**config.mk**
```make
export PLATFORM = sky130hd
export DESIGN_NAME = boolean_expression_evaluator
export DESIGN_NICKNAME = d
export VERILOG_FILES = /design/src/rtl/bee_pkg.sv /design/src/rtl/bee_ram.sv /design/src/rtl/bee_core.sv /design/src/rtl/bee_out_buf.sv /design/src/rtl/boolean_expression_evaluator.sv
export SDC_FILE = /design/constraint.sdc
export NUM_CORES = 1
export LEC_CHECK = 0
export ABC_AREA = 0
export BUFFER_PORTS_ARGS = -buffer_cell sky130_fd_sc_hd__buf_2
export CORE_AREA = 4 4 114 116
export DETAILED_ROUTE_END_ITERATION = 7
export DIE_AREA = 0 0 118 120
export PLACE_DENSITY_LB_ADDON = 0.12
export SLEW_MARGIN = 20
export SYNTH_ARGS = -nofsm -noshare
export SYNTH_HDL_FRONTEND = slang
export SYNTH_SLANG_ARGS = --single-unit
```
**constraint.sdc**
```tcl
create_clock -name clk_i -period 6.25 [get_ports clk_i]
set_clock_uncertainty 0.2 [all_clocks]
set_input_delay 0.3125 -clock clk_i [delete_from_list [all_inputs] [get_ports clk_i]]
set_output_delay 0.3125 -clock clk_i [all_outputs]
set_load 0.005 [all_outputs]
```
**src/rtl/bee_pkg.sv**
```systemverilog
package bee_pkg;

  // Maximum number of open parentheses.
  localparam int NEST_DEPTH = 16;

  // Width of the nesting level, which counts from zero up to NEST_DEPTH.
  localparam int LEVEL_W = $clog2(NEST_DEPTH + 1);
  // Address width of the saved-frame store.
  localparam int ADDR_W = (NEST_DEPTH > 1) ? $clog2(NEST_DEPTH) : 1;

  // Character codes.
  localparam logic [7:0] CH_EOL   = 8'h00;
  localparam logic [7:0] CH_T     = 8'h54;
  localparam logic [7:0] CH_F     = 8'h46;
  localparam logic [7:0] CH_NOT   = 8'h7E;
  localparam logic [7:0] CH_AND   = 8'h5E;
  localparam logic [7:0] CH_OR    = 8'h76;
  localparam logic [7:0] CH_DASH  = 8'h2D;
  localparam logic [7:0] CH_GT    = 8'h3E;
  localparam logic [7:0] CH_DOT   = 8'h2E;
  localparam logic [7:0] CH_OPEN  = 8'h28;
  localparam logic [7:0] CH_CLOSE = 8'h29;
  localparam logic [7:0] CH_SPACE = 8'h20;

  // Parser phase.
  typedef enum logic [1:0] {
    PH_OPERAND,
    PH_AFTER,
    PH_DASH,
    PH_SKIP
  } phase_e;

  // Result status codes.
  typedef enum logic [2:0] {
    ST_VALID    = 3'd0,
    ST_OPERAND  = 3'd1,
    ST_OPERATOR = 3'd2,
    ST_GT       = 3'd3,
    ST_DEEP     = 3'd4,
    ST_EARLY    = 3'd5,
    ST_TERM     = 3'd6
  } status_e;

  // Evaluation frame of one parenthesis level: pending negation and the
  // value/valid pairs of the AND term, the OR term and the implication chain.
  typedef struct packed {
    logic ik;
    logic iv;
    logic ok;
    logic ov;
    logic ak;
    logic av;
    logic neg;
  } frame_t;

  localparam int FRAME_W = $bits(frame_t);

  // One result item.
  typedef struct packed {
    status_e status;
    logic    value;
  } result_t;

  // Result handed from the parser to the output buffer.
  typedef struct packed {
    logic    vld;
    result_t res;
  } result_req_t;

  // Combine an operand into the AND term, applying a pending negation.
  function automatic frame_t take_operand(frame_t f, logic x);
    frame_t r;
    logic   xv;
    logic   a;
    xv    = x ^ f.neg;
    a     = f.ak ? (f.av & xv) : xv;
    r     = f;
    r.neg = 1'b0;
    r.ak  = 1'b1;
    r.av  = a;
    return r;
  endfunction

  // Fold the AND term into the OR term.
  function automatic frame_t close_and(frame_t f);
    frame_t r;
    logic   o;
    o    = f.ok ? (f.ov | f.av) : f.av;
    r    = f;
    r.av = 1'b0;
    r.ak = 1'b0;
    r.ok = 1'b1;
    r.ov = o;
    return r;
  endfunction

  // Fold the AND and OR terms into the implication chain.
  function automatic frame_t close_imply(frame_t f);
    frame_t r;
    logic   i;
    r    = close_and(f);
    i    = r.ik ? (~r.iv | r.ov) : r.ov;
    r.ov = 1'b0;
    r.ok = 1'b0;
    r.ik = 1'b1;
    r.iv = i;
    return r;
  endfunction

endpackage

```
**src/rtl/bee_ram.sv**
```systemverilog
// Generic single-write, single-read memory with registered read data.
module bee_ram #(
  parameter int WIDTH = 8,
  parameter int DEPTH = 16,
  localparam int AW = (DEPTH > 1) ? $clog2(DEPTH) : 1
) (
  input  logic             clk_i,
  input  logic             we_i,
  input  logic [AW-1:0]    waddr_i,
  input  logic [WIDTH-1:0] wdata_i,
  input  logic             re_i,
  input  logic [AW-1:0]    raddr_i,
  output logic [WIDTH-1:0] rdata_o
);

  logic [WIDTH-1:0] mem_q [DEPTH];
  logic [WIDTH-1:0] rdata_q;

  // Write port.
  always_ff @(posedge clk_i) begin
    if (we_i) begin
      mem_q[waddr_i] <= wdata_i;
    end
  end

  // Registered read port.
  always_ff @(posedge clk_i) begin
    if (re_i) begin
      rdata_q <= mem_q[raddr_i];
    end
  end

  assign rdata_o = rdata_q;

endmodule

```
**src/rtl/bee_core.sv**
```systemverilog
// Parser and evaluator. The innermost enclosing frame sits in a register;
// the frames below it live in the frame memory. A pop reads the next frame
// from memory, and its data is used directly in the following cycle.
module bee_core (
  input  logic                 clk_i,
  input  logic                 rst_ni,
  input  logic                 accept_i,
  input  logic [7:0]           character_i,
  output bee_pkg::result_req_t result_o
);

  bee_pkg::frame_t             frame_q, frame_d;
  bee_pkg::frame_t             top_q, top_d;
  bee_pkg::frame_t             top_eff;
  logic                        top_sel_q, top_sel_d;
  logic [bee_pkg::LEVEL_W-1:0] level_q, level_d;
  logic [bee_pkg::LEVEL_W-1:0] level_m1, level_m2;
  bee_pkg::phase_e             phase_q, phase_d;
  logic                        started_q, started_d;

  logic                        push;
  logic                        pop;
  logic                        ram_we;
  logic                        ram_re;
  logic [bee_pkg::FRAME_W-1:0] ram_rdata;
  bee_pkg::frame_t             fin;

  // Top of stack comes straight from memory in the cycle after a pop.
  assign top_eff  = top_sel_q ? bee_pkg::frame_t'(ram_rdata) : top_q;
  assign level_m1 = level_q - bee_pkg::LEVEL_W'(1);
  assign level_m2 = level_q - bee_pkg::LEVEL_W'(2);
  assign fin      = bee_pkg::close_imply(frame_q);

  // Spill the old top on a push when one exists; refill on a pop when the
  // level below the popped one is stored in memory.
  assign ram_we = push && (level_q != '0);
  assign ram_re = pop && (level_q > bee_pkg::LEVEL_W'(1));

  bee_ram #(
    .WIDTH (bee_pkg::FRAME_W),
    .DEPTH (bee_pkg::NEST_DEPTH)
  ) u_frame_ram (
    .clk_i   (clk_i),
    .we_i    (ram_we),
    .waddr_i (level_m1[bee_pkg::ADDR_W-1:0]),
    .wdata_i (top_eff),
    .re_i    (ram_re),
    .raddr_i (level_m2[bee_pkg::ADDR_W-1:0]),
    .rdata_o (ram_rdata)
  );

  // Next-state and result logic for one character.
  always_comb begin
    frame_d        = frame_q;
    top_d          = top_eff;
    top_sel_d      = 1'b0;
    level_d        = level_q;
    phase_d        = phase_q;
    started_d      = started_q;
    push           = 1'b0;
    pop            = 1'b0;
    result_o.vld   = 1'b0;
    result_o.res.status = bee_pkg::ST_VALID;
    result_o.res.value  = 1'b0;

    if (accept_i) begin
      if (character_i == bee_pkg::CH_EOL) begin
        // End of line: report an unfinished expression, then start over.
        if ((phase_q != bee_pkg::PH_SKIP) && started_q) begin
          result_o.vld        = 1'b1;
          result_o.res.status = bee_pkg::ST_EARLY;
        end
        frame_d   = '0;
        level_d   = '0;
        phase_d   = bee_pkg::PH_OPERAND;
        started_d = 1'b0;
      end else if (phase_q != bee_pkg::PH_SKIP) begin
        started_d = 1'b1;
        unique case (phase_q)
          bee_pkg::PH_OPERAND: begin
            case (character_i) inside
              bee_pkg::CH_SPACE: begin
              end
              bee_pkg::CH_T, bee_pkg::CH_F: begin
                frame_d = bee_pkg::take_operand(frame_q, character_i == bee_pkg::CH_T);
                phase_d = bee_pkg::PH_AFTER;
              end
              bee_pkg::CH_NOT: begin
                frame_d.neg = ~frame_q.neg;
              end
              bee_pkg::CH_OPEN: begin
                if (level_q >= bee_pkg::LEVEL_W'(bee_pkg::NEST_DEPTH)) begin
                  result_o.vld        = 1'b1;
                  result_o.res.status = bee_pkg::ST_DEEP;
                end else begin
                  push    = 1'b1;
                  top_d   = frame_q;
                  level_d = level_q + bee_pkg::LEVEL_W'(1);
                  frame_d = '0;
                end
              end
              default: begin
                result_o.vld        = 1'b1;
                result_o.res.status = bee_pkg::ST_OPERAND;
              end
            endcase
          end
          bee_pkg::PH_DASH: begin
            if (character_i == bee_pkg::CH_GT) begin
              frame_d = bee_pkg::close_imply(frame_q);
              phase_d = bee_pkg::PH_OPERAND;
            end else begin
              result_o.vld        = 1'b1;
              result_o.res.status = bee_pkg::ST_GT;
            end
          end
          bee_pkg::PH_AFTER: begin
            case (character_i) inside
              bee_pkg::CH_SPACE: begin
              end
              bee_pkg::CH_AND: begin
                phase_d = bee_pkg::PH_OPERAND;
              end
              bee_pkg::CH_OR: begin
                frame_d = bee_pkg::close_and(frame_q);
                phase_d = bee_pkg::PH_OPERAND;
              end
              bee_pkg::CH_DASH: begin
                phase_d = bee_pkg::PH_DASH;
              end
              bee_pkg::CH_DOT: begin
                result_o.vld = 1'b1;
                if (level_q != '0) begin
                  result_o.res.status = bee_pkg::ST_TERM;
                end else begin
                  result_o.res.value = fin.iv;
                end
              end
              bee_pkg::CH_CLOSE: begin
                if (level_q == '0) begin
                  result_o.vld        = 1'b1;
                  result_o.res.status = bee_pkg::ST_TERM;
                end else begin
                  // Close the group and feed its value to the enclosing frame.
                  pop       = 1'b1;
                  top_sel_d = 1'b1;
                  level_d   = level_m1;
                  frame_d   = bee_pkg::take_operand(top_eff, fin.iv);
                  phase_d   = bee_pkg::PH_AFTER;
                end
              end
              default: begin
                result_o.vld        = 1'b1;
                result_o.res.status = bee_pkg::ST_OPERATOR;
              end
            endcase
          end
          default: begin
          end
        endcase
        if (result_o.vld) begin
          phase_d = bee_pkg::PH_SKIP;
        end
      end
    end
  end

  // Control state.
  always_ff @(posedge clk_i or negedge rst_ni) begin
    if (!rst_ni) begin
      frame_q   <= '0;
      level_q   <= '0;
      phase_q   <= bee_pkg::PH_OPERAND;
      started_q <= 1'b0;
      top_sel_q <= 1'b0;
    end else begin
      frame_q   <= frame_d;
      level_q   <= level_d;
      phase_q   <= phase_d;
      started_q <= started_d;
      top_sel_q <= top_sel_d;
    end
  end

  // Cached top-of-stack frame.
  always_ff @(posedge clk_i) begin
    top_q <= top_d;
  end

endmodule

```
**src/rtl/bee_out_buf.sv**
```systemverilog
// Two-entry output buffer: an output register plus a skid entry, so the
// parser keeps taking characters while a result waits downstream.
module bee_out_buf (
  input  logic                 clk_i,
  input  logic                 rst_ni,
  input  bee_pkg::result_req_t result_i,
  output logic                 ready_o,
  output logic                 out_valid_o,
  input  logic                 out_ready_i,
  output bee_pkg::result_t     out_o
);

  logic             head_vld_q, head_vld_d;
  logic             skid_vld_q, skid_vld_d;
  bee_pkg::result_t head_q, head_d;
  bee_pkg::result_t skid_q, skid_d;
  logic             pop;

  assign pop         = head_vld_q && out_ready_i;
  assign ready_o     = !skid_vld_q;
  assign out_valid_o = head_vld_q;
  assign out_o       = head_q;

  // Advance the queue on a transfer and append a new result at the tail.
  always_comb begin
    head_vld_d = head_vld_q;
    skid_vld_d = skid_vld_q;
    head_d     = head_q;
    skid_d     = skid_q;
    if (pop) begin
      if (skid_vld_q) begin
        head_d     = skid_q;
        skid_vld_d = 1'b0;
      end else begin
        head_vld_d = 1'b0;
      end
    end
    if (result_i.vld) begin
      if (!head_vld_d) begin
        head_d     = result_i.res;
        head_vld_d = 1'b1;
      end else begin
        skid_d     = result_i.res;
        skid_vld_d = 1'b1;
      end
    end
  end

  always_ff @(posedge clk_i or negedge rst_ni) begin
    if (!rst_ni) begin
      head_vld_q <= 1'b0;
      skid_vld_q <= 1'b0;
    end else begin
      head_vld_q <= head_vld_d;
      skid_vld_q <= skid_vld_d;
    end
  end

  always_ff @(posedge clk_i) begin
    head_q <= head_d;
    skid_q <= skid_d;
  end

endmodule

```
**src/rtl/boolean_expression_evaluator.sv**
```systemverilog
// Channel  Direction  Handshake                 Payload
// in       input      in_valid_i / in_ready_o   character_i[7:0]
// out      output     out_valid_o / out_ready_i status_o[2:0], value_o
//
// One character is taken per cycle while in_ready_o is high.
// Each '(' or ')' does at most one write or one read of the frame memory, and
// a read result is used from the memory output in the next cycle.
// Reset clears the parser state; the frame memory needs no clearing.
// Input stalls only when both output entries hold untaken results.
module boolean_expression_evaluator (
  input  logic       clk_i,
  input  logic       rst_ni,
  input  logic       in_valid_i,
  output logic       in_ready_o,
  input  logic [7:0] character_i,
  output logic       out_valid_o,
  input  logic       out_ready_i,
  output logic [2:0] status_o,
  output logic       value_o
);

  bee_pkg::result_req_t result;
  bee_pkg::result_t     out_res;
  logic                 accept;

  assign accept = in_valid_i && in_ready_o;

  // Parser with the frame memory.
  bee_core u_core (
    .clk_i       (clk_i),
    .rst_ni      (rst_ni),
    .accept_i    (accept),
    .character_i (character_i),
    .result_o    (result)
  );

  // Output register and skid entry.
  bee_out_buf u_out_buf (
    .clk_i       (clk_i),
    .rst_ni      (rst_ni),
    .result_i    (result),
    .ready_o     (in_ready_o),
    .out_valid_o (out_valid_o),
    .out_ready_i (out_ready_i),
    .out_o       (out_res)
  );

  assign status_o = out_res.status;
  assign value_o  = out_res.value;

endmodule
```
* Yosys cells after proc, flatten, opt, wreduce, memory -nomap -nowiden
Memories as Yosys holds them, arrays and structs flattened. A register that Yosys moved wholly into a read port is not among the register bits.
Index checks and enable logic that the tools add are counted.
** Word-level totals
- Flip-flop bits (word level) :: 33
- Bits in writable memories :: 112
- Input bits :: 12
- Output and inout port bits :: 6
- Memories :: 1
** Operators by class
- Add/subtract/negate cells :: 3
- Magnitude comparators :: 2
- Equal/unequal tests :: 44
- Muxes and demuxes :: 127
- Bitwise gates (word level) :: 8
- Reductions and logical operators :: 23
** Memories
- u_core.u_frame_ram.mem_q :: words 16, width 7, read ports 1, clocked after Yosys merged registers in 1, write ports 1, line bee_ram.sv:16 : logic [WIDTH-1:0] mem_q [DEPTH];
** Operators with widths (number)
- 2-to-1 mux 7 bit :: 21
- 2-to-1 mux 4 bit :: 22
- 2-to-1 mux 5 bit :: 16
- == test 8 x 6 -> 1 bit (second input constant) :: 6
- 2-to-1 mux 1 bit :: 46
- == test 8 x 7 -> 1 bit (second input constant) :: 5
- inequality test 3 x 2 -> 1 bit (second input constant) :: 10
- AND reduction 15 bit :: 2
- AND reduction 14 bit :: 2
- 2-to-1 mux 2 bit :: 13
- 2-to-1 mux 6 bit :: 4
- one-hot mux 7 bit (3 select lines) :: 1
- inequality test 4 x 2 -> 1 bit (second input constant) :: 5
- inequality test 4 x 3 -> 1 bit (second input constant) :: 5
- AND reduction 16 bit :: 1
- inequality test 7 x 3 -> 1 bit (second input constant) :: 2
- one-hot mux 4 bit (3 select lines) :: 1
- one-hot mux 5 bit (2 select lines) :: 1
- AND reduction 10 bit :: 1
- nonzero test 5 bit :: 2
- inequality test 3 x 1 -> 1 bit (second input constant) :: 3
- logical NOT 8 bit :: 1
- inequality test 7 x 2 -> 1 bit (second input constant) :: 1
- one-hot mux 2 bit (3 select lines) :: 1
- 26 further kinds :: 35

* Logic depth before layout (Yosys ltp)
- Depth after elaboration :: 17
- Depth in mapped cells :: 10

* Hierarchy
From an unflattened synthesis, not the netlist that was laid out.
** Second synthesis, totals
- Cell total of the unflattened synthesis :: 474
- Area, all modules :: 7001.7 µm²
** By module, submodules not included
- bee_ram :: times used 1, cells each 203, area an instance 4600.7 µm²
- bee_core :: times used 1, cells each 231, area an instance 1956.9 µm²
- bee_out_buf :: times used 1, cells each 39, area an instance 437.9 µm²
- boolean_expression_evaluator :: times used 1, cells each 1, area an instance 6.3 µm²

* Worst setup path after synthesis
No wires, ideal clock.
- Path kind :: register to register
- Start :: register u_core.level_q[0] (netlist name)
- End :: register u_core.u_frame_ram.rdata_q[0] (netlist: u_core.u_frame_ram.rdata_o[0]), read port of u_core.u_frame_ram.mem_q, enable pin
- Arrival time :: 2868 ps
- Data required time :: 5722 ps
- Setup slack :: 2854 ps
- Cell stages (with the launch flop) :: 10
- Period minus slack after synthesis :: 3396 ps
- Cells stage by stage :: dfrtp_1 clkbuf_1 clkbuf_1 inv_1 ha_1 nor4b_1 or4_4 or2_4 nor3_1 o31a_1
** On the way
- Longest elaborated chain between the ends :: 13
** Ends and longest elaborated chain
- start: declaration :: line bee_core.sv:16 : logic [bee_pkg::LEVEL_W-1:0] level_q, level_d;
- start signal: assignment :: line bee_core.sv:178 : level_q <= level_d;
- logical NOT 5 bit :: line bee_core.sv:140 : if (level_q == '0) begin
- 2-to-1 mux 1 bit :: line bee_core.sv:140
- 2-to-1 mux 1 bit (6 in series) :: line bee_core.sv:118 : case (character_i) inside
- 2-to-1 mux 1 bit :: line bee_core.sv:79 : unique case (phase_q)
- 2-to-1 mux 1 bit :: line bee_core.sv:77 : end else if (phase_q != bee_pkg::PH_SKIP) begin
- 2-to-1 mux 1 bit :: line bee_core.sv:67 : if (character_i == bee_pkg::CH_EOL) begin
- 2-to-1 mux 1 bit :: line bee_core.sv:66 : if (accept_i) begin
- net u_core.pop :: line bee_core.sv:22 : logic pop;
- logical AND 1 bit :: line bee_core.sv:37 : assign ram_re = pop && (level_q > bee_pkg::LEVEL_W'(1));
- net u_core.ram_re :: line bee_core.sv:24 : logic ram_re;
- end: declaration :: line bee_ram.sv:17 : logic [WIDTH-1:0] rdata_q;
The timed path passes the listed nets, and every way through them passes these cells.
A chain may end at the register's enable or synchronous reset.

* Final worst setup path
- Start :: register u_core.level_q[0] (netlist name)
- End :: register u_core.u_frame_ram.rdata_q[5] (netlist: u_core.u_frame_ram.rdata_o[5]), read port of u_core.u_frame_ram.mem_q, enable pin
Same word-level chain as after synthesis.

==> flow_summary.json <==
{
  "outcome": "complete, no violations",
  "yosysUniqueCellTypes": 70,
  "ys_warn_count": 0,
  "drive_gt1_share_pct": 22.60,
  "yosys_register_bits": 152,
  "syn_area_sq_um": 7013,
  "antenna_left": 0,
  "tightest_slew_ns": 0.9092,
  "avgSynthCellArea_sq_um": 14.95,
  "crit_fanout": 36,
  "path_buf_inv": 2,
  "crit_type": "flip-flop to flip-flop",
  "placed_area_sq_um": 7202,
  "cts_setup_buffers": 0,
  "final_area_sq_um": 7858,
  "synth_edf_count": 123,
  "num-fill-cells": 827,
  "synth_seq_area_share_pct": 62.23,
  "end_kind": "flip-flop",
  "grtUsageTotal_pct": 22.69,
  "clk_latency_ns": 0.41,
  "cp_slowest_cell": "or4_4",
  "avgRoutedWirePerCell_um": 22.82,
  "final.min_clock_period_ns": 3.540,
  "max_stage_delay_ns": 0.53,
  "cp_top_family": "simple AND/OR/NAND/NOR gates",
  "grt_start_max_net_pins": 37,
  "syn-num-nets": 493,
  "synth_ff_type": "edfxtp_1",
  "overflow": 0,
  "insertedDiodeCount": 0,
  "area_growth_pct": 12.04,
  "slew_viol_final": 0,
  "fmax_mhz": 282.5,
  "worst_ir_drop_vdd_mv": 0.2815,
  "die-area_sq_um": 14160,
  "fin_tns_setup_ns": 0,
  "worstPathRequired_ns": 6.13,
  "path_cells": "buf_4 > inv_1 > ha_1 > nor4b_1 > or4_4 > or2_4 > nor3_1 > o31a_1",
  "grt_util_met2_pct": 34.89,
  "cap_viol_max_count": 0,
  "rows": 40,
  "viasPerCell": 6.385,
  "finalSetupViolCount": 0,
  "grt_pass1_vias": 4259,
  "antenna_found_initial": 0,
  "clock-sinks": 152,
  "wirelength_mm": 14.77,
  "hold_class": "input port to flip-flop",
  "hpwl_mm": 9.831,
  "io_pins": 18,
  "cts-root-buf": "clkbuf_16",
  "grt_pass1_wl_mm": 23.83,
  "path_clk_slew_ns": 0.06,
  "gr-usage-met1_pct": 30.70,
  "gp_congestion": 0.9034,
  "portBuffers": 17,
  "rsz0062_at_grt": "false",
  "cp_data_arrival_time_ns": 3.42,
  "slew_headroom_pct": 39.18,
  "async_flop_share_pct": 11.84,
  "cts_max_level": 4,
  "grtUsageMet3_pct": 5.655,
  "power_leakage_nw": 2.722,
  "power_density_nw_per_um2": 425.0,
  "numCtsBuffers": 17,
  "synthCells": 469,
  "core-area_sq_um": 11910,
  "cts_resized": 0,
  "multiInputGateArea_sq_um": 2466,
  "first_pass_iters": 5,
  "num_vias": 4131,
  "die_h_um": 120,
  "cts_tree": "built",
  "start_util_pct": 58.88,
  "period_share_pct": 56.64,
  "drc": 0,
  "hold_viol": 0,
  "drtIter0Drc": 382,
  "start_kind": "flip-flop",
  "die_w_um": 118,
  "nets": 511,
  "grt-busiest-layer": "met2",
  "regArea_sq_um": 4365,
  "clock_path_buffers": 2
}
==> cell families after synthesis <==
logic type / after synthesis / synth area share (%)
xor+xnor: 7 / 0.8742
flops: 152 / 62.23
mux: 59 / 14.92
simple gates: 115 / 9.135
buf+inv: 45 / 2.605
fa+ha+maj: 12 / 2.141
compound gates: 79 / 8.100
==> worst reg2reg max path: stages (launching register included) <==
cell	delay [ns]
dfrtp_2	0.35
buf_4	0.52
inv_1	0.15
ha_1	0.32
nor4b_1	0.22
or4_4	0.54
or2_4	0.26
nor3_1	0.27
o31a_1	0.38
==> final cells by class <==
cell class | instances | share of cell area (%)
sequential | 152 | 55.56
multi-input combinational | 272 | 31.39
clock buffer | 19 | 5.510
clock inverter | 13 | 2.580
tap | 147 | 2.341
timing repair buffer | 21 | 1.529
inverter | 23 | 1.099
==> state kept, by name, indices dropped and copies added (netlist names), 2 cells and up <==
name and cells:
u_core.u_frame_ram.mem_q 112, u_core.top_q 7, u_core.u_frame_ram.rdata_o 7, u_core.frame_q 6
u_core.level_q 5, u_out_buf.out_o 4, u_out_buf.skid_q 4, u_core.phase_q 2
==> cells in the mapped netlist, types with 2 or more instances <==
cell type / instances / area [sq um]
edfxtp_1: 123 / 3694
mux4_2: 35 / 788.3
nor2_1: 31 / 116.4
inv_1: 23 / 86.33
nand2_1: 21 / 78.83
a21oi_1: 19 / 95.09
dfrtp_1: 18 / 450.4
clkbuf_1: 14 / 52.55
mux2_2: 14 / 157.7
o21ai_0: 14 / 70.07
and2_1: 13 / 81.33
ha_1: 12 / 150.1
dfxtp_1: 11 / 220.2
mux2i_1: 10 / 100.1
nand3_1: 10 / 50.05
nor3_1: 8 / 40.04
o31ai_1: 7 / 52.55
a21o_1: 4 / 30.03
buf_1: 4 / 15.01
nand4_1: 4 / 25.02
o211ai_1: 4 / 30.03
xor2_1: 4 / 35.03
nor4b_1: 3 / 26.28
or4b_2: 3 / 30.03
xnor2_1: 3 / 26.28
a211oi_1: 2 / 15.01
a22o_1: 2 / 17.52
a32o_1: 2 / 20.02
buf_2: 2 / 10.01
nand2b_1: 2 / 12.51
nand4b_1: 2 / 17.52
nor2b_1: 2 / 12.51
nor4_1: 2 / 12.51
o21a_1: 2 / 15.01
o21bai_1: 2 / 15.01
o31a_1: 2 / 17.52
or3_1: 2 / 12.51
==> metrics by stage <==
step / cells / hold WS [ns] / utilization (%) / power (mW) / setup slack [ns]
detailed placement: 613 / 0.08667 / 60.46 / 2.266 / 2.683
global route: 647 / 0.08781 / 65.97 / 3.521 / 2.428
global placement: 613 / 0.08583 / 60.46 / 2.260 / 2.840
CTS: 647 / 0.05293 / 65.97 / 3.357 / 2.669
floorplan: 469 / -0.1831 / - / 2.015 / 2.854
finish: 647 / 0.07571 / 65.97 / 3.340 / 2.710
==> final timing paths <==
path / start / slack (ns) / depth (start not counted) / end
max reg2reg: u_core.level_q[0] / 2.71 / 8 / u_core.u_frame_ram.rdata_o[5]
min: character_i[6] / 0.08 / 3 / u_core.fin[0]
max in group asynchronous: rst_ni / 5.33 / 2 / u_core.level_q[0]
max: u_core.level_q[0] / 2.71 / 8 / u_core.u_frame_ram.rdata_o[5]
min reg2reg: u_core.frame_q[6] / 0.33 / 1 / u_core.top_q[6]
min in group asynchronous: rst_ni / 0.19 / 2 / u_core.level_q[3]
==> cell usage in the layout (no fill, tap or decap), drive strengths merged, types with 3 or more instances in the layout <==
master / instances
and2: 13
o21ai: 14
a21o: 4
nor2: 31
xnor2: 3
nand2b: 3
clkinv: 4
dfrtp: 18
mux2i: 10
mux4: 35
edfxtp: 123
or4b: 3
nor3: 9
or3: 3
o31ai: 7
o211ai: 4
nand4: 4
clkbuf: 19
buf: 19
dfxtp: 11
inv: 23
mux2: 14
xor2: 4
ha: 12
clkinvlp: 4
a21oi: 20
nand3: 10
bufinv: 5
nand2: 21
nor4b: 4
==> routing by layer <==
| metal | part of all wire (%) | wire length (um) |
|---|---|---|
| met3 | 6.0 | 885 |
| met2 | 49 | 7174 |
| met1 | 42 | 6262 |
| met4 | 3.0 | 443 |
| met5 | 0 | 0 |
==> what timing repair did <==
action                                  CTS  global route
endpoints found under the setup margin    0             0
hold buffers                              2             0
hold endpoints to repair                 19             0
==> power breakdown <==
part | switching, mW | internal [mW]
clock network | 0.385 | 0.705
logic | 0.566 | 0.447
registers | 0.0645 | 1.17
total | 1.01 | 2.32
Note: power is estimated with default switching activity, not from simulation.
